## src/assert_macros.svh

```systemverilog
// ============================================================================
// Assertion macros
// Shared concurrent assertion wrappers. They compile to nothing for synthesis.
// ============================================================================
`ifndef ASSERT_MACROS_SVH
`define ASSERT_MACROS_SVH

`ifndef SYNTHESIS

// A property that must hold at every clock edge outside reset.
`define ASSERT_PROP(lbl, clk, rst_n, prop, msg) \
    lbl: assert property (@(posedge clk) disable iff (!(rst_n)) (prop)) \
        else $error(msg);

// A condition that must be followed by a consequence in the next cycle.
`define ASSERT_NEXT(lbl, clk, rst_n, ante, cons, msg) \
    lbl: assert property (@(posedge clk) disable iff (!(rst_n)) (ante) |=> (cons)) \
        else $error(msg);

`else

`define ASSERT_PROP(lbl, clk, rst_n, prop, msg)
`define ASSERT_NEXT(lbl, clk, rst_n, ante, cons, msg)

`endif

`endif

```

## src/ptde_pkg.sv

```systemverilog
// ============================================================================
// Prime trial division engine package
// Sizes, beat types and status groups shared by the engine modules.
// ============================================================================
package ptde_pkg;

    // Table size and value width.
    localparam int MAX_PRIMES = 1024;
    localparam int VALUE_BITS = 16;

    // Count holds 0..MAX_PRIMES, index holds 0..MAX_PRIMES-1.
    localparam int CNT_W = $clog2(MAX_PRIMES + 1);
    localparam int IDX_W = $clog2(MAX_PRIMES);

    // Remainder unit: quotient bits retired per cycle.
    localparam int DIV_BITS  = 4;
    localparam int DIV_STEPS = VALUE_BITS / DIV_BITS;
    localparam int STEP_W    = $clog2(DIV_STEPS);
    localparam int REM_W     = VALUE_BITS + 1;

    // Entry 0 of the table always reads as the first prime.
    localparam logic [VALUE_BITS-1:0] FIRST_PRIME = VALUE_BITS'(2);

    // Queue between the front and the back.
    localparam int QUEUE_DEPTH = 4;
    localparam int QPTR_W      = $clog2(QUEUE_DEPTH);
    localparam int QCNT_W      = $clog2(QUEUE_DEPTH + 1);

    // Input beat.
    typedef struct packed {
        logic [VALUE_BITS-1:0] candidate;
        logic                  restart;
    } t_in_beat;

    // Result beat.
    typedef struct packed {
        logic [VALUE_BITS-1:0] tested_value;
        logic                  is_prime;
        logic                  table_overflow;
        logic [CNT_W-1:0]      primes_stored;
    } t_out_beat;

    // Classified item held in the queue.
    typedef struct packed {
        logic [VALUE_BITS-1:0] candidate;
        logic                  restart;
        logic                  is_even;
    } t_q_item;

    // Queue status seen by the front and the back.
    typedef struct packed {
        logic not_empty;
        logic full;
    } t_q_status;

endpackage

```

## src/ptde_queue.sv

```systemverilog
// ============================================================================
// Prime trial division engine queue
// Short FIFO of classified items between the front and the back.
// ============================================================================
module ptde_queue (
    input  logic                i_clk,
    input  logic                i_rst_n,
    input  logic                i_push,
    input  ptde_pkg::t_q_item   i_push_item,
    input  logic                i_pop,
    output ptde_pkg::t_q_status o_status,
    output ptde_pkg::t_q_item   o_head
);

    ptde_pkg::t_q_item                 r_mem [ptde_pkg::QUEUE_DEPTH];
    logic [ptde_pkg::QPTR_W-1:0]       r_wr_ptr;
    logic [ptde_pkg::QPTR_W-1:0]       r_rd_ptr;
    logic [ptde_pkg::QCNT_W-1:0]       r_fill;
    logic                              do_push;
    logic                              do_pop;

    // Guard both ends against misuse.
    assign do_push = i_push && (r_fill != ptde_pkg::QCNT_W'(ptde_pkg::QUEUE_DEPTH));
    assign do_pop  = i_pop && (r_fill != '0);

    // Storage has no reset.
    always_ff @(posedge i_clk) begin
        if (do_push) begin
            r_mem[r_wr_ptr] <= i_push_item;
        end
    end

    // Pointers and fill level.
    always_ff @(posedge i_clk) begin
        if (!i_rst_n) begin
            r_wr_ptr <= '0;
            r_rd_ptr <= '0;
            r_fill   <= '0;
        end else begin
            if (do_push) begin
                r_wr_ptr <= r_wr_ptr + ptde_pkg::QPTR_W'(1);
            end
            if (do_pop) begin
                r_rd_ptr <= r_rd_ptr + ptde_pkg::QPTR_W'(1);
            end
            case ({do_push, do_pop})
                2'b10:   r_fill <= r_fill + ptde_pkg::QCNT_W'(1);
                2'b01:   r_fill <= r_fill - ptde_pkg::QCNT_W'(1);
                default: r_fill <= r_fill;
            endcase
        end
    end

    assign o_status.not_empty = (r_fill != '0);
    assign o_status.full      = (r_fill == ptde_pkg::QCNT_W'(ptde_pkg::QUEUE_DEPTH));
    assign o_head             = r_mem[r_rd_ptr];

endmodule

```

## config.mk

```make
export PLATFORM = sky130hd
export DESIGN_NAME = ptde_queue
export DESIGN_NICKNAME = d
export VERILOG_FILES = /design/src/assert_macros.svh /design/src/ptde_pkg.sv /design/src/ptde_queue.sv
export SDC_FILE = /design/constraint.sdc
export NUM_CORES = 1
export LEC_CHECK = 0
export BUFFER_PORTS_ARGS = -buffer_cell sky130_fd_sc_hd__buf_4
export CORE_MARGIN = 2
export CORE_UTILIZATION = 40
export DETAILED_ROUTE_END_ITERATION = 8
export PLACE_DENSITY = 0.65
export SYNTH_ARGS = -nofsm -noshare
export SYNTH_HDL_FRONTEND = slang
export SYNTH_SLANG_ARGS = --single-unit
```

## constraint.sdc

```tcl
create_clock -name i_clk -period 2.1 [get_ports i_clk]
set_clock_uncertainty 0.2 [all_clocks]
set_input_delay 0 -clock i_clk [delete_from_list [all_inputs] [get_ports i_clk]]
set_output_delay 0 -clock i_clk [all_outputs]
set_load 0.01 [all_outputs]
```

# Yosys cells after proc, flatten, opt, wreduce, memory -nomap -nowiden

Memories as Yosys holds them, arrays and structs flattened. A register that Yosys moved wholly into a read port is not among the register bits.
Index checks and enable logic that the tools add are counted.

Add/subtract/negate cells: 4
Equality and inequality tests: 4
Multiplexer cells: 5
Reductions and logical operators: 4

Operator list:

| cell                                                                  | count |
|---|---|
| 3-bit case mux with 2 select lines                                    | 1 |
| 2-bit by 1-bit adder with 2-bit output, second input constant         | 2 |
| 2-bit 2-to-1 mux                                                      | 2 |
| 3-bit by 1-bit adder with 3-bit output, second input constant         | 1 |
| 3-bit equality test, second input constant                            | 1 |
| 3-bit != test, second input constant                                  | 1 |
| 3-bit nonzero test                                                    | 1 |
| 3-bit by 1-bit subtractor with 3-bit output, second input constant    | 1 |
| 2-bit by 1-bit equality test with 1-bit output, second input constant | 1 |
| 2-bit equality test, second input constant                            | 1 |
| 1-bit logical AND                                                     | 2 |
| 1-bit 2-to-1 mux                                                      | 2 |
| 2-bit nonzero test                                                    | 1 |

Register bits: 7
Memory bits (writable): 72
Word-level logic and storage cells: 21
Memories: 1

Memories:

| name  | words | bits a word | rd ports | clocked after Yosys merged registers in | wr ports | RTL line         | text |
|---|---|---|---|---|---|---|---|
| r_mem | 4     | 18          | 1        | 1                                       | 1        | ptde_queue.sv:15 | `ptde_pkg::t_q_item r_mem [ptde_pkg::QUEUE_DEPTH];` |

# Depth between registers and ports, before layout

Depth in word-level cells: 4
Gate-level depth with buffers: 10

# Worst setup path before layout

Ideal clock, no wire load.

Path kind: flip-flop to flip-flop
Start point: register r_fill[2] in the netlist's numbering
End point: register r_fill[2] in the netlist's numbering
Library setup time: 76 ps
Arrival time: 2,069 ps
Required time: 1,824 ps
Setup slack: -245 ps
Cell stages (with the launch flop): 11
Buffers on the path: 1
Clock period less this slack: 2,345 ps
Cells stage by stage: dfxtp_1 nor3b_2 nor2b_1 buf_2 inv_1 ha_1 inv_1 fa_1 xor2_1 or3_1 a21boi_0

Cells in the longest elaborated chain, start to end: 4
Elaborated cells between the ends (all ways): 10
Those cells by class: 2 x add/sub; 3 x eq/ne; 1 x mux; 4 x reduce/logical

Ends and longest elaborated chain:

| what                                                                                         | RTL line                           | text |
|---|---|---|
| from (decl)                                                                                  | ptde_queue.sv:18                   | `logic [ptde_pkg::QCNT_W-1:0] r_fill;` |
| from (signal assigned)                                                                       | ptde_queue.sv:47                   | `2'b10: r_fill <= r_fill + ptde_pkg::QCNT_W'(1);` |
| from (signal assigned)                                                                       | ptde_queue.sv:48                   | `2'b01: r_fill <= r_fill - ptde_pkg::QCNT_W'(1);` |
| from (signal assigned)                                                                       | ptde_queue.sv:49                   | `default: r_fill <= r_fill;` |
| 3-bit != test / 3-bit nonzero test (equally long branches)                                   | ptde_queue.sv:23, ptde_queue.sv:24 |  |
| 1-bit logical AND (on tied branches)                                                         | ptde_queue.sv:23, ptde_queue.sv:24 |  |
| 2-bit by 1-bit equality test with 1-bit output / 2-bit equality test (equally long branches) | ptde_queue.sv:46                   | `case ({do_push, do_pop})` |
| 3-bit case mux with 2 select lines / 2-bit nonzero test (equally long branches)              | n/a                                |  |

Several ways; a longest one is shown, not always the timed one.
A chain may end at the register's enable or synchronous reset.

# Worst setup path after layout

Start point: register r_fill[1] in the netlist's numbering
End point: register r_fill[2] in the netlist's numbering

The elaborated chain is that of the path after synthesis.

==> flow_metrics.py <==
metrics = {
    "place": {
        "dp_cells": 291,
        "hpwl_um": 3131,
        "gp_congestion": 0.7271,
        "portBuffers": 41,
        "place_ws_ns": 0.01844,
    },
    "timing": {
        "min_period_ns": 2.101,
        "tns_ns": -0.001424,
        "rsz0062_at_grt": "true",
        "min_period_over_period_pct": 100.1,
        "hold_viol_final": 0,
        "layout_setup_ws_ns": -0.001424,
        "setup_viol": 1,
        "fmax_mhz": 475.9,
        "maxSlewHeadroom_pct": 82.54,
        "max_slew.worst_pin.slew_ns": 0.2619,
        "maxSlewViolCount": 0,
    },
    "drt": {
        "via_per_inst": 4.639,
        "dr.pass1.iters": 4,
        "drtIter0Drc": 74,
        "via_count": 1531,
        "ant_nets": 0,
        "drt_wl_total_um": 5032,
        "drc": 0,
        "post_drt_wl_per_cell_um": 15.25,
    },
    "critical_path": {
        "cp_cell_sequence": "nor3b_4, nor2b_2, inv_2, ha_4, inv_2, fa_2, xor2_1, or3_1, a21boi_1",
        "cp_data_arrival_time_ns": 2.18,
        "cp_common_cell": "inv_2",
        "crit_family": "simple AND/OR/NAND/NOR gates",
        "critPathLaunchType": "register",
        "worst-path-max-fanout": 6,
        "cpPeakStageDelay_ns": 0.38,
        "cp-startpoint": "r_fill[1]",
        "crit_type": "reg2reg",
        "cp.required_ns": 2.18,
        "r2r-start": "r_fill[1]",
        "crit_buf_inv": 2,
        "crit_slowest_cell": "dfxtp_4",
        "endpoint_kind": "register",
    },
    "floorplanning": {
        "die_area_um2": 8566,
        "core_area_um2": 7647,
        "num_io_pins": 42,
        "initial_core_util_pct": 41.02,
        "die_height_um": 92.56,
        "die_x_um": 92.56,
        "rows": 32,
    },
    "hold_path": {
        "hp-class": "in2reg",
        "hp-start": "i_push_item[14]",
    },
    "power": {
        "powerDensity_nw_per_um2": 1066,
        "p_int_mw": 3.141,
        "p_sw_share_pct": 27.98,
        "power.net_switching_mw": 1.220,
        "p_leak_nw": 1.429,
        "ir_worst_vdd_mv": 0.4814,
        "seq_power_share_pct": 47.4,
        "combPwrFrac_pct": 28.6,
        "power_frac_clock_pct": 24.0,
    },
    "global_routing": {
        "grt_pass1_vias": 1607,
        "overflow": 0,
        "antenna_found_initial": 0,
        "grtUsageTotal_pct": 13.06,
        "grt_max_degree": 19,
        "grt_pass1_wl_um": 8183,
    },
    "finish": {
        "antennaDiodeCount": 0,
        "num-nets-final": 251,
        "finalNonFillerCells": 330,
        "post-route-util_pct": 53.50,
        "drive_gt1_share_pct": 38.60,
        "area_delta_synth_final_pct": 30.43,
    },
    "synthesis": {
        "syn_area_um2": 3137,
        "ys.flop_type": "edfxtp_1",
        "synth.most_common_cell": "edfxtp_1",
        "synth.avg_cell_area_um2": 21.48,
        "synth_seq_cells": 81,
        "ys_seq_area_share_pct": 74.67,
        "synth_edf_count": 72,
        "synth_fp_nets": 174,
        "netlist.area_leader.share_pct": 68.93,
        "yosys_warnings": 0,
        "postSynth.asyncResetShare_pct": 0,
        "syn-instance-count": 146,
        "synth_cell_types": 23,
        "synth.area.top_cells": "edfxtp_1 69%, mux4_2 7.2%, mux4_1 6.7%",
        "synth_common_cells": "72 x edfxtp_1, 10 x mux4_2, 9 x dfxtp_1",
        "yosys.area.top_type": "edfxtp_1",
    },
    "cts": {
        "cts_tree": "built",
        "clock_latency_ns": 0.35,
        "cts_buffer_depth": 2,
        "cts_buffers": 9,
        "htree_num_levels": 3,
        "path_clk_slew_ns": 0.10,
        "clockRootBuffer": "clkbuf_8",
        "cts_sinks": 81,
    },
    "status": {
        "status": "finished, violations left",
        "violations": "setup timing",
    },
    "flow_run": {
        "drv_cap": 0,
    },
}
metal layers:
layer | vias to the layer above | GRT usage, % | part of all wire (%)
li1 | 739 | - | -
met1 | 746 | 16.54 | 43
met2 | 36 | 21.11 | 51
met3 | 10 | 2.766 | 3.7
met4 | 0 | 7.090 | 2.1
met5 | - | 0 | 0
layout by cell type (no fill, tap or decap), drive strengths merged:
cell / instances
o311ai: 1
a21boi: 1
xor2: 1
o21ai: 2
nand2: 5
mux2i: 2
inv: 9
clkinv: 2
buf: 51
dlygate4sd3: 21
mux4: 18
nor2b: 3
dfxtp: 9
and2: 7
clkbuf: 9
xnor2: 3
clkinvlp: 2
o31a: 1
edfxtp: 72
nor3b: 1
ha: 5
fa: 1
or3: 2
per-stage QoR:
stage	total power, mW	instance area, um^2	hold slack [ns]
2_1_floorplan	2.829	3167	-0.1011
3_3_place_gp	3.310	3672	0.003485
5_1_grt	4.590	4091	0.1895
3_5_place_dp	3.327	3672	0.003973
6_report	4.361	4091	0.1835
4_1_cts	4.409	4084	0.1747
state kept, by name, summed over array words and instances, names as in the netlist, named ones only:
register,count
r_mem,72
r_fill,3
r_wr_ptr,2
r_rd_ptr,2
final timing paths:
| check | cells after the start | slack [ns] | to |
|---|---|---|---|
| worst min-delay path | 2 | 0.18 | r_mem[1][14] |
| worst max register to register | 9 | -0.001 | r_fill[2] |
| worst min register to register | 2 | 0.31 | r_wr_ptr[0] |
| worst max-delay path | 9 | -0.001 | r_fill[2] |
power groups by stage:
stage / clock network (mW) / registers, mW / logic (mW)
2_1_floorplan: 0 / 2.05 / 0.775
3_3_place_gp: 0 / 2.09 / 1.22
3_5_place_dp: 0 / 2.10 / 1.23
4_1_cts: 1.07 / 2.07 / 1.27
5_1_grt: 1.14 / 2.09 / 1.36
6_report: 1.05 / 2.07 / 1.25
cells by family (layout without fill, tap and decap cells):
| group | Yosys count | count (layout) | share of synthesized area, % |
|---|---|---|---|
| AO/OA/AOI/OAI | 5 | 5 | 1.356 |
| multiplexers | 20 | 20 | 14.52 |
| XOR/XNOR | 4 | 4 | 1.117 |
| AND/OR/NAND/NOR | 18 | 18 | 3.390 |
| adder cells (fa/ha/maj) | 6 | 6 | 2.633 |
| buffers and inverters | 12 | 94 | 2.313 |
| flip-flops | 81 | 81 | 74.67 |
cell type report:
cell class | count | area (um^2)
Timing Repair Buffer | 72 | 655.6
Multi-Input combinational cell | 53 | 745.7
Inverter | 6 | 22.52
Clock buffer | 9 | 123.9
Clock inverter | 7 | 61.31
Tap cell | 102 | 127.6
Fill cell | 615 | 3556
Sequential cell | 81 | 2355
timing repair:
action,in CTS,in global routing
hold endpoints to repair,81,0
gates resized for setup,4,1
hold buffers,21,0
setup endpoints to repair,4,1
pin swaps,1,0
setup buffers,1,1
(Power assumes the default switching activity.)
