===== config.mk =====
export PLATFORM = sky130hd
export DESIGN_NAME = ptde_front
export DESIGN_NICKNAME = d
export VERILOG_FILES = /design/src/assert_macros.svh /design/src/ptde_pkg.sv /design/src/ptde_front.sv
export SDC_FILE = /design/constraint.sdc
export NUM_CORES = 1
export LEC_CHECK = 0
export ABC_AREA = 0
export BUFFER_PORTS_ARGS = -buffer_cell sky130_fd_sc_hd__buf_2
export CORE_MARGIN = 3
export CORE_UTILIZATION = 34
export DETAILED_ROUTE_END_ITERATION = 8
export GPL_TIMING_DRIVEN = 1
export PLACE_DENSITY = 0.82
export SKIP_CTS_REPAIR_TIMING = 1
export SLEW_MARGIN = 20
export SYNTH_ARGS = -nofsm -noshare
export SYNTH_HDL_FRONTEND = slang
export SYNTH_SLANG_ARGS = --single-unit

===== constraint.sdc =====
create_clock -name i_clk -period 1.5 [get_ports i_clk]
set_input_delay 0.15 -clock i_clk [delete_from_list [all_inputs] [get_ports i_clk]]
set_output_delay 0.15 -clock i_clk [all_outputs]
set_load 0.03 [all_outputs]

===== src/assert_macros.svh =====
// ============================================================================
// Assertion macros
// Shared concurrent assertion wrappers. They compile to nothing for synthesis.
// ============================================================================
`ifndef ASSERT_MACROS_SVH
`define ASSERT_MACROS_SVH

`ifndef SYNTHESIS

// A property that must hold at every clock edge outside reset.
`define ASSERT_PROP(lbl, clk, rst_n, prop, msg) \
    lbl: assert property (@(posedge clk) disable iff (!(rst_n)) (prop)) \
        else $error(msg);

// A condition that must be followed by a consequence in the next cycle.
`define ASSERT_NEXT(lbl, clk, rst_n, ante, cons, msg) \
    lbl: assert property (@(posedge clk) disable iff (!(rst_n)) (ante) |=> (cons)) \
        else $error(msg);

`else

`define ASSERT_PROP(lbl, clk, rst_n, prop, msg)
`define ASSERT_NEXT(lbl, clk, rst_n, ante, cons, msg)

`endif

`endif


===== src/ptde_pkg.sv =====
// ============================================================================
// Prime trial division engine package
// Sizes, beat types and status groups shared by the engine modules.
// ============================================================================
package ptde_pkg;

    // Table size and value width.
    localparam int MAX_PRIMES = 1024;
    localparam int VALUE_BITS = 16;

    // Count holds 0..MAX_PRIMES, index holds 0..MAX_PRIMES-1.
    localparam int CNT_W = $clog2(MAX_PRIMES + 1);
    localparam int IDX_W = $clog2(MAX_PRIMES);

    // Remainder unit: quotient bits retired per cycle.
    localparam int DIV_BITS  = 4;
    localparam int DIV_STEPS = VALUE_BITS / DIV_BITS;
    localparam int STEP_W    = $clog2(DIV_STEPS);
    localparam int REM_W     = VALUE_BITS + 1;

    // Entry 0 of the table always reads as the first prime.
    localparam logic [VALUE_BITS-1:0] FIRST_PRIME = VALUE_BITS'(2);

    // Queue between the front and the back.
    localparam int QUEUE_DEPTH = 4;
    localparam int QPTR_W      = $clog2(QUEUE_DEPTH);
    localparam int QCNT_W      = $clog2(QUEUE_DEPTH + 1);

    // Input beat.
    typedef struct packed {
        logic [VALUE_BITS-1:0] candidate;
        logic                  restart;
    } t_in_beat;

    // Result beat.
    typedef struct packed {
        logic [VALUE_BITS-1:0] tested_value;
        logic                  is_prime;
        logic                  table_overflow;
        logic [CNT_W-1:0]      primes_stored;
    } t_out_beat;

    // Classified item held in the queue.
    typedef struct packed {
        logic [VALUE_BITS-1:0] candidate;
        logic                  restart;
        logic                  is_even;
    } t_q_item;

    // Queue status seen by the front and the back.
    typedef struct packed {
        logic not_empty;
        logic full;
    } t_q_status;

endpackage


===== src/ptde_front.sv =====
// ============================================================================
// Prime trial division engine front
// Registers each input beat, classifies it and pushes it into the queue.
// ============================================================================
module ptde_front (
    input  logic                i_clk,
    input  logic                i_rst_n,
    input  ptde_pkg::t_in_beat  i_in,
    input  logic                i_in_valid,
    output logic                o_in_stall,
    input  ptde_pkg::t_q_status i_q_status,
    output logic                o_push,
    output ptde_pkg::t_q_item   o_push_item
);

    logic              r_valid;
    ptde_pkg::t_q_item r_item;
    logic              push;
    logic              take;

    // The held beat moves on whenever the queue has room.
    assign push       = r_valid && !i_q_status.full;
    assign o_in_stall = r_valid && i_q_status.full;
    assign take       = i_in_valid && !o_in_stall;

    // Holding flag.
    always_ff @(posedge i_clk) begin
        if (!i_rst_n) begin
            r_valid <= 1'b0;
        end else if (take) begin
            r_valid <= 1'b1;
        end else if (push) begin
            r_valid <= 1'b0;
        end
    end

    // Classify on entry: an even value always has the stored divisor two.
    always_ff @(posedge i_clk) begin
        if (take) begin
            r_item.candidate <= i_in.candidate;
            r_item.restart   <= i_in.restart;
            r_item.is_even   <= !i_in.candidate[0];
        end
    end

    assign o_push      = push;
    assign o_push_item = r_item;

endmodule


; ---- Word level (Yosys, flattened, before mapping)
; Index checks and enable logic that the tools add are counted.
[totals]
mem_count = 0
latchBits = 0
rom_bits = 0
mem_bits_rw = 0
reg_bits = 19
elab_cells = 13
out_inout_bits = 20
inputBits = 22
[classes]
add_sub_neg = 0
n_div = 0
n_bitwise = 0
n_reduce_logical = 7
eq_ne = 0
mux = 2
mul = 0
magnitude_cmp = 0
n_shift = 0
[op_table]
columns = operator, count
row1 = 1-bit logical AND, 3
row2 = 1-bit zero test, 3
row3 = 1-bit 2-to-1 mux, 2
row4 = 2-bit nonzero test, 1

; ---- Logic depth before layout (Yosys ltp)
; Gate-level depths: netlist (run 1).
[logic_depth]
depth_word = 4
ltp_mapped = 2
ltp_nobuf = 2

; ---- Least setup slack after synthesis (run 1)
; No wires, ideal clock.
[synth_timing]
path_kind = register to register
from = register r_valid
to = register r_item, in the netlist o_push_item[0] (enable)
required_time_ns = 1.105
setup_ns = 0.395
stages_incl_launch_ff = 3
path_slack_ns = -0.204
path_buffers = 0
t_arrival_ns = 1.310
path_cell_list = dfxtp_1 -> and2_4 -> nor2b_1
[synth_between]
elab_chain_len = 3
[synth_lines]
columns = item, line
row1 = start: declaration, ptde_front.sv:16  ; logic r_valid;
row2 = start signal: assignment, ptde_front.sv:29  ; r_valid <= 1'b0;
row3 = start signal: assignment, ptde_front.sv:31  ; r_valid <= 1'b1;
row4 = start signal: assignment, ptde_front.sv:33  ; r_valid <= 1'b0;
row5 = 1-bit logical AND, ptde_front.sv:23  ; assign o_in_stall = r_valid && i_q_status.full;
row6 = named net o_in_stall, ptde_front.sv:10  ; output logic o_in_stall,
row7 = 1-bit zero test, ptde_front.sv:24  ; assign take = i_in_valid && !o_in_stall;
row8 = 1-bit logical AND, ptde_front.sv:24
row9 = named net take, ptde_front.sv:19  ; logic take;
row10 = end: declaration, ptde_front.sv:17  ; ptde_pkg::t_q_item r_item;
; The timed path passes the listed nets, and every way through them passes these cells.
; A chain may end at the register's enable or synchronous reset.

; ---- Final worst setup path (run 1)
[layout_timing]
from = register r_valid
to = output port o_in_stall
[layout_between]
elab_chain_len = 1
[layout_lines]
columns = item, line
row1 = 1-bit logical AND, ptde_front.sv:23
row2 = end: declaration, ptde_front.sv:10
; Every way passes these cells.

==> results of run 1 <==
## worst max path at each step
stage          startpoint         endpoint  slack, ns  cells past startpoint
2_1_floorplan     r_valid   o_push_item[0]       0.13                      2
3_3_place_gp      r_valid  o_push_item[11]       0.43                      3
3_5_place_dp      r_valid  o_push_item[16]       0.40                      3
4_1_cts           r_valid       o_in_stall       0.37                      2
5_1_grt           r_valid       o_in_stall       0.32                      2
6_report          r_valid       o_in_stall       0.39                      2
## layer usage
metal | up-vias | GRT usage | share of wire
li1 | 180 | - | -
met1 | 164 | 0.0863 | 0.36
met2 | 34 | 0.166 | 0.46
met3 | 2 | 0.0564 | 0.17
met4 | 0 | 0.0645 | 0.0058
met5 | - | 0 | 0
## cells by family after synthesis
kind of cell           synth area share
buffers and inverters           0.00631
DFF                               0.943
AOI/OAI and AO/OA                0.0126
and+or+nand+nor                  0.0379
## power groups by stage
stage          registers (W)  clock network (W)  logic (W)
2_1_floorplan       0.000696                  0  0.0000207
3_3_place_gp        0.000635                  0   0.000137
3_5_place_dp        0.000636                  0   0.000139
4_1_cts             0.000624           0.000256   0.000139
5_1_grt             0.000627           0.000282   0.000149
6_report            0.000623           0.000240   0.000137
## final cells by class
class | count | area (sq um)
clock buffers | 4 | 26.3
fillers | 131 | 726
inverters | 1 | 3.75
multi-input cells | 4 | 32.5
flip-flops and latches | 19 | 561
well taps | 16 | 20.0
repair buffers | 41 | 208
## cell usage after synthesis
cell and n:
inv_1 1, and2_4 1, and2b_1 1, o21a_1 1
nor2b_1 1, edfxtp_1 18, dfxtp_1 1
## sequential cells by signal, indices dropped and copies added, names as in the netlist
register     flops
o_push_item     18
r_valid          1
## metrics by stage
stage                     total power, W  worst slack (ns)
after floorplan                 0.000716             0.131
after global placement          0.000771             0.428
after detailed placement        0.000775             0.401
after CTS                        0.00102             0.368
after global routing             0.00106             0.322
final                            0.00100             0.386
==> results.py, run 1 <==
metrics = {
    "routing": {
        "wire_per_inst_um": 12.2,
        "first_pass_iters": 2,
        "ant_nets": 0,
        "via_count": 380,
        "via_per_inst": 4.47,
        "post-route-drc-count": 0,
        "wl_um": 1040,
        "drtIter0Drc": 2,
    },
    "yosys": {
        "ys_seq_elements": 19,
        "yosysWarnings": 0,
        "ys_seq_area_frac": 0.943,
        "syn_area_sq_um": 594,
        "synth.area.top_cells": "edfxtp_1, dfxtp_1, and2_4, and2b_1, o21a_1",
        "yosysTopAreaCell": "edfxtp_1",
        "synthCells": 24,
        "synth_fp_nets": 46,
        "yosysUniqueCellTypes": 7,
        "synth_top_area_frac": 0.909,
        "avgSynthCellArea_sq_um": 24.8,
    },
    "placement": {
        "dp_hpwl_um": 840,
        "placed_area_sq_um": 825,
        "place_congestion": 0.596,
        "io_buffers": 40,
        "dp.cells": 81,
    },
    "setup_path": {
        "crit_type": "reg -> out",
        "end_kind": "output pin",
        "required_ns": 1.35,
        "path_cells": "and2_4 > buf_2",
        "cp_max_fo": 3,
        "r2r_setup_slack_ns": 0.39,
        "arrival_ns": 0.96,
        "worstRegToRegCells": 3,
        "cp_slowest_cell": "dfxtp_1",
        "startpoint_type": "flop",
        "r2r_end": "o_push_item[3]",
        "r2r_start": "r_valid",
        "path_buf_inv": 1,
        "cp_top_family": "flip-flops",
        "slowest_delay_ns": 0.34,
    },
    "clock_network": {
        "cts_tree": "built",
        "clock_path_buffers": 2,
        "cts_sinks": 19,
        "cts_buffers": 3,
        "clk_pin_slew_worst_paths_ns": 0.10,
        "cts_max_level": 1,
        "clk_latency_ns": 0.28,
        "cts_root_buf": "clkbuf_4",
    },
    "grt": {
        "grt_max_degree": 19,
        "grt_pass1_vias": 341,
        "antenna_found_initial": 0,
        "grtUsageTotal": 0.0978,
        "grt_overflow": 0,
        "grt_pass1_wl_um": 1410,
    },
    "run_status": {
        "status": "completed",
    },
    "pwr": {
        "powerDensity_mw_per_mm2": 1180,
        "ir_drop_v": 0.000506,
        "leakagePower_nw": 0.384,
        "pwr-share-clk": 0.240,
        "swShare": 0.236,
        "seqPwrFrac": 0.623,
        "switching_power_w": 0.000236,
        "p_int_w": 0.000764,
        "combPwrFrac": 0.137,
    },
    "timing": {
        "period_minus_slack_ns": 1.11,
        "hold_viol_final": 0,
        "slew_viol_final": 0,
        "rsz0062_at_grt": "false",
        "clock.fmax_mhz": 897,
        "fin_crit_sh": 0.743,
        "worst_pin_slew_ns": 0.216,
        "finalSetupTns_ns": 0,
        "slew_headroom": 0.856,
        "hold_ws_ns": 0.0370,
        "setup_violations": 0,
        "clock_skew_ns": 0.00145,
    },
    "die": {
        "core_sq_mm": 0.00158,
        "die_h_um": 47.8,
        "start_util": 0.377,
        "die_area_sq_mm": 0.00229,
        "io_pins": 42,
        "dieWidth_um": 47.8,
        "num_rows": 14,
    },
    "worst_hold_path": {
        "hold_end": "o_push_item[5]",
        "hold_path_depth": 1,
        "hold_path.class": "in -> reg",
        "hold_start": "i_in[4]",
    },
    "cells_and_area": {
        "nets": 92,
        "drive_gt1_frac": 0.667,
        "final_util": 0.540,
        "diodes": 0,
        "design_area_sq_um": 851,
        "syn_to_final_growth_pct": 43.2,
        "final_common_cell": "buf_2",
        "stdcell_count": 85,
        "final_cell_mix": "buf_2, edfxtp_1, clkbuf_4",
    },
    "job": {
        "drv_cap": 0,
    },
}
Power figures use the tool's default switching activity.
==> run 2, diff against run 1 <==
--- a/config.mk
+++ b/config.mk
@@ -5,13 +5,13 @@
 export SDC_FILE = /design/constraint.sdc
 export NUM_CORES = 1
 export LEC_CHECK = 0
-export ABC_AREA = 0
+export ABC_AREA = 1
 export BUFFER_PORTS_ARGS = -buffer_cell sky130_fd_sc_hd__buf_2
 export CORE_MARGIN = 3
-export CORE_UTILIZATION = 34
+export CORE_UTILIZATION = 38
 export DETAILED_ROUTE_END_ITERATION = 8
 export GPL_TIMING_DRIVEN = 1
-export PLACE_DENSITY = 0.82
+export PLACE_DENSITY = 0.86
 export SKIP_CTS_REPAIR_TIMING = 1
 export SLEW_MARGIN = 20
 export SYNTH_ARGS = -nofsm -noshare
==> constraint.sdc (replaced) <==
create_clock -name i_clk -period 1.15 [get_ports i_clk]
set_input_delay 0.115 -clock i_clk [delete_from_list [all_inputs] [get_ports i_clk]]
set_output_delay 0.115 -clock i_clk [all_outputs]
set_load 0.03 [all_outputs]
==> run 2 against run 1 <==
Effect of this change:
- critical path depth is 1 higher
- clock power is 35% higher
- register-to-register slack worse by 0.26 ns
- cell count increased by 22%
- cell area increased by 22%
- combinational power grew 74%
- first-iteration DRC count grew 100%
- sequential power increased by 31%
- core utilization rose by 20 points
- worst hold slack worse by 0.013 ns
- area after synthesis rose by 1.3%
- die area shrank 8.3%
- largest cell class unchanged
- largest power group unchanged
==> results.py, run 2 <==
metrics = {
    "run_status": {
        "status": "completed",
    },
    "yosys": {
        "ys_seq_area_frac": 0.931,
        "synth.area.top_cells": "edfxtp_1, dfxtp_1, inv_1, a21oi_2, nor2_1",
        "ys_seq_elements": 19,
        "synth-async-reset-ratio": 0,
        "syn_area_sq_um": 602,
        "synth_xor_area_frac": 0,
        "synthSimpleGateAreaFrac": 0.0229,
        "yosysUniqueCellTypes": 7,
        "yosysMostFrequentCell": "edfxtp_1",
        "synth_fp_nets": 50,
        "avgSynthCellArea_sq_um": 21.5,
        "synthAdderAreaFrac": 0,
        "yosysWarnings": 0,
        "synth_edf_count": 18,
        "yosysTopAreaCell": "edfxtp_1",
        "synthMuxAreaShare": 0,
        "synth_common_cells": "edfxtp_1, inv_1, nor2_1",
        "synth_compound_area_frac": 0.0146,
        "synth_top_family_by_area": "buffers and inverters",
        "synth_flop_cell": "edfxtp_1",
        "synthCells": 28,
        "synth_top_area_frac": 0.898,
    },
    "routing": {
        "wl_met2_um": 705,
        "ant_nets": 0,
        "post-route-drc-count": 0,
        "via_count": 446,
        "wire_per_inst_um": 14.0,
        "drtIter0Drc": 4,
        "topRoutingLayerUsed": "met3",
        "via_per_inst": 4.29,
        "wl_um": 1460,
        "wl_met3_um": 194,
        "first_pass_iters": 3,
        "wl_met1_um": 558,
    },
    "clock_network": {
        "clk_pin_slew_worst_paths_ns": 0.10,
        "clk_latency_ns": 0.29,
        "clock_path_buffers": 2,
        "cts_tree": "built",
        "cts_max_level": 1,
        "cts_buffers": 3,
        "cts_root_buf": "clkbuf_4",
        "cts_sinks": 19,
    },
    "timing": {
        "slew_headroom": 0.888,
        "finalSetupTns_ns": 0,
        "fin_crit_sh": 0.952,
        "hold_viol_final": 0,
        "setup_violations": 0,
        "slew_viol_final": 0,
        "clock.fmax_mhz": 914,
        "period_minus_slack_ns": 1.09,
        "worst_pin_slew_ns": 0.169,
        "clock_skew_ns": 0.00249,
        "rsz0062_at_grt": "false",
    },
    "job": {
        "drv_cap": 0,
    },
    "die": {
        "io_pins": 42,
        "num_rows": 13,
        "dieWidth_um": 45.8,
        "die_area_sq_mm": 0.00210,
        "core_sq_mm": 0.00140,
        "die_h_um": 45.8,
        "start_util": 0.430,
    },
    "setup_path": {
        "cp_max_fo": 2,
        "r2r_setup_slack_ns": 0.13,
        "end_kind": "output pin",
        "crit_type": "reg -> out",
        "required_ns": 1.03,
        "path_cells": "nand2_2 > inv_2 > clkbuf_4",
        "arrival_ns": 0.98,
        "cp_slowest_cell": "dfxtp_2",
        "startpoint_type": "flop",
        "slowest_delay_ns": 0.36,
    },
    "grt": {
        "grtUsageTotal": 0.115,
        "grt_overflow": 0,
        "grt_max_degree": 19,
        "grt_pass1_vias": 412,
        "grt_pass1_wl_um": 1670,
        "antenna_found_initial": 0,
    },
    "pwr": {
        "powerDensity_mw_per_mm2": 1330,
        "ir_drop_v": 0.000750,
        "leakagePower_nw": 0.471,
    },
    "cells_and_area": {
        "nets": 112,
        "diodes": 0,
        "syn_to_final_growth_pct": 72.8,
        "final_util": 0.743,
        "drive_gt1_frac": 0.562,
        "final_cell_mix": "buf_2, edfxtp_1, dlygate4sd3_1",
        "largest_reg_flops": 18,
        "n_fill_cell": 95,
        "final_common_cell": "buf_2",
    },
    "placement": {
        "place_congestion": 0.721,
        "io_buffers": 40,
        "dp_hpwl_um": 922,
    },
    "worst_hold_path": {
        "hold_path.class": "in -> reg",
    },
}
run 2: cell types whose count changed after synthesis, sizes merged:
cell / delta
nand2: +1
a21oi: +1
and2: -1
nor2b: -1
inv: +4
and2b: -1
o21a: -1
nor2: +2
run 2: cell type report:
| type | instances | area, sq um | share of cell area |
|---|---|---|---|
| Tap cell | 15 | 18.8 | 0.0181 |
| Multi-Input combinational cell | 4 | 30.0 | 0.0289 |
| Timing Repair Buffer | 57 | 383 | 0.368 |
| Sequential cell | 19 | 562 | 0.540 |
| Clock buffer | 3 | 22.5 | 0.0217 |
| Inverter | 5 | 18.8 | 0.0181 |
| Clock inverter | 1 | 5.00 | 0.00481 |
run 2: path summary, 6_finish.rpt:
path	from	endpoint	cells past startpoint
setup / recovery	r_valid	o_in_stall	3
hold reg to reg	r_valid	r_valid	2
setup reg to reg	r_valid	o_push_item[6]	4
hold / removal	i_in[1]	o_push_item[2]	1
run 2: worst max-delay path: cells and delay by family (launching register included):
family                 cells  cell delay (ns)
flip-flops                 1             0.36
AND/OR/NAND/NOR            1             0.07
buffers and inverters      2             0.27
run 2: per-stage QoR:
stage          hold slack [ns]  std cells  area [sq um]  setup WS, ns  power [W]
2_1_floorplan            0.214         28           609        0.0159   0.000938
3_3_place_gp             0.292         84           848         0.188    0.00102
3_5_place_dp             0.294         84           848         0.149    0.00102
4_1_cts                -0.0139         88           876        0.0229    0.00134
5_1_grt                 0.0107        104          1040        0.0188    0.00143
6_report                0.0240        104          1040        0.0555    0.00138
run 2: metal layers:
layer	vias up	track usage
met5	-	0
met4	0	0.0511
met3	0	0.0553
met2	32	0.198
met1	192	0.115
li1	222	-
run 2: kinds of logic (layout without fill, tap and decap cells):
logic type,Yosys count,in the layout
AO/OA/AOI/OAI,1,1
buffers and inverters,5,66
flip-flops,19,19
AND/OR/NAND/NOR,3,3
run 2: power by group:
group / internal, W / leakage, nW / switching (W)
Combinational: 0.000100 / 0.270 / 0.000139
Sequential: 0.000804 / 0.183 / 0.0000102
Clock: 0.000129 / 0.0177 / 0.000196
==> run 3, diff against run 2 <==
--- a/config.mk
+++ b/config.mk
@@ -11,6 +11,7 @@
 export CORE_UTILIZATION = 38
 export DETAILED_ROUTE_END_ITERATION = 8
 export GPL_TIMING_DRIVEN = 1
+export MAX_ROUTING_LAYER = met4
 export PLACE_DENSITY = 0.86
 export SKIP_CTS_REPAIR_TIMING = 1
 export SLEW_MARGIN = 20
==> constraint.sdc (replaced) <==
create_clock -name i_clk -period 1.2 [get_ports i_clk]
set_input_delay 0.12 -clock i_clk [delete_from_list [all_inputs] [get_ports i_clk]]
set_output_delay 0.12 -clock i_clk [all_outputs]
set_load 0.03 [all_outputs]
==> run 3 against run 2 <==
Effect of this change:
- combinational power decreased by 5%
- non-clock buffer count unchanged
- count of clock-buffer cells in the layout unchanged
==> results.py, run 3 (same netlist as run 2, synthesis figures left out) <==
metrics = {
    "timing": {
        "hold_ws_ns": 0.0127,
        "hold_viol_final": 0,
        "setup_violations": 0,
        "period_minus_slack_ns": 1.10,
        "finalSetupTns_ns": 0,
        "slew_viol_final": 0,
        "clock_skew_ns": 0.00367,
        "slew_headroom": 0.886,
        "worst_pin_slew_ns": 0.172,
        "rsz0062_at_grt": "false",
        "fin_crit_sh": 0.918,
        "clock.fmax_mhz": 908,
    },
    "pwr": {
        "leakagePower_nw": 0.471,
        "powerDensity_mw_per_mm2": 1270,
        "ir_drop_v": 0.000750,
    },
    "placement": {
        "dp.cells": 84,
        "place_congestion": 0.737,
        "dp_hpwl_um": 915,
        "io_buffers": 40,
    },
    "setup_path": {
        "required_ns": 1.08,
        "cp_slowest_cell": "dfxtp_1",
        "cp_max_fo": 2,
        "arrival_ns": 0.98,
        "startpoint_type": "flop",
        "path_buf_inv": 2,
        "crit_type": "reg -> out",
        "cp_top_family": "flip-flops",
        "end_kind": "output pin",
        "path_cells": "nand2_2 > inv_2 > buf_2",
        "slowest_delay_ns": 0.36,
    },
    "clock_network": {
        "clock_path_buffers": 2,
        "cts_max_level": 1,
        "clk_latency_ns": 0.29,
        "cts_root_buf": "clkbuf_4",
        "cts_tree": "built",
        "cts_sinks": 19,
        "cts_buffers": 3,
        "clk_pin_slew_worst_paths_ns": 0.11,
    },
    "die": {
        "num_rows": 13,
        "io_pins": 42,
        "die_area_sq_mm": 0.00210,
        "start_util": 0.430,
        "dieWidth_um": 45.8,
        "core_sq_mm": 0.00140,
        "die_h_um": 45.8,
    },
    "grt": {
        "grt_pass1_wl_um": 1620,
        "grtUsageTotal": 0.118,
        "antenna_found_initial": 0,
        "grt_overflow": 0,
        "grt_pass1_vias": 390,
        "grt_max_degree": 19,
    },
    "routing": {
        "first_pass_iters": 1,
        "via_count": 450,
        "drtIter0Drc": 0,
        "wire_per_inst_um": 14.7,
        "via_per_inst": 4.33,
        "ant_nets": 0,
        "post-route-drc-count": 0,
        "wl_um": 1530,
    },
    "cells_and_area": {
        "n_fill_cell": 95,
        "final_common_cell": "buf_2",
        "syn_to_final_growth_pct": 72.1,
        "diodes": 0,
        "largest_reg_flops": 18,
        "nets": 112,
        "drive_gt1_frac": 0.551,
        "stdcell_count": 104,
        "final_cell_mix": "buf_2, edfxtp_1, dlygate4sd3_1",
    },
    "run_status": {
        "status": "completed",
    },
    "job": {
        "drv_cap": 0,
    },
    "worst_hold_path": {
        "hold_path.class": "in -> reg",
    },
}
## run 3: worst paths after layout
check | startpoint | slack [ns] | end | cells after the start
worst max register to register | r_valid | 0.20 | o_push_item[3] | 4
worst max-delay path | r_valid | 0.1 | o_in_stall | 3
worst min-delay path | i_in[1] | 0.01 | o_push_item[2] | 1
worst min register to register | r_valid | 0.49 | r_valid | 2
## run 3: worst register-to-register path, delay by kind of cell, from the launching register on
kind	cells	cell delay [ns]
DFF	1	0.33
buffers and inverters	2	0.21
and+or+nand+nor	2	0.18
## run 3: report_power, final
part | internal, W | switching (W) | leakage (nW)
combinational | 0.0000950 | 0.000132 | 0.270
sequential | 0.000770 | 0.0000106 | 0.182
clock | 0.000124 | 0.000188 | 0.0177
## run 3: metrics by stage
step	util	power (W)	area [sq um]	setup WS [ns]
after floorplan	-	0.000899	609	0.0659
after global placement	0.606	0.000974	848	0.237
after detailed placement	0.606	0.000981	848	0.202
after CTS	0.626	0.00128	876	0.0770
after global routing	0.741	0.00138	1040	0.0271
final	0.741	0.00132	1040	0.0983
## run 3: cell type report
| class | count | area [sq um] | area share |
|---|---|---|---|
| clock buffers | 3 | 22.5 | 0.0217 |
| clock inverters | 1 | 5.00 | 0.00483 |
| inverters | 5 | 18.8 | 0.0181 |
| multi-input cells | 4 | 30.0 | 0.0290 |
| flip-flops and latches | 19 | 561 | 0.541 |
| well taps | 15 | 18.8 | 0.0181 |
| repair buffers | 57 | 380 | 0.367 |
## run 3: layer usage
metal,GRT usage,part of all wire
met1,0.115,0.36
met2,0.203,0.52
met3,0.0474,0.12
met4,0.0511,0
met5,-,0
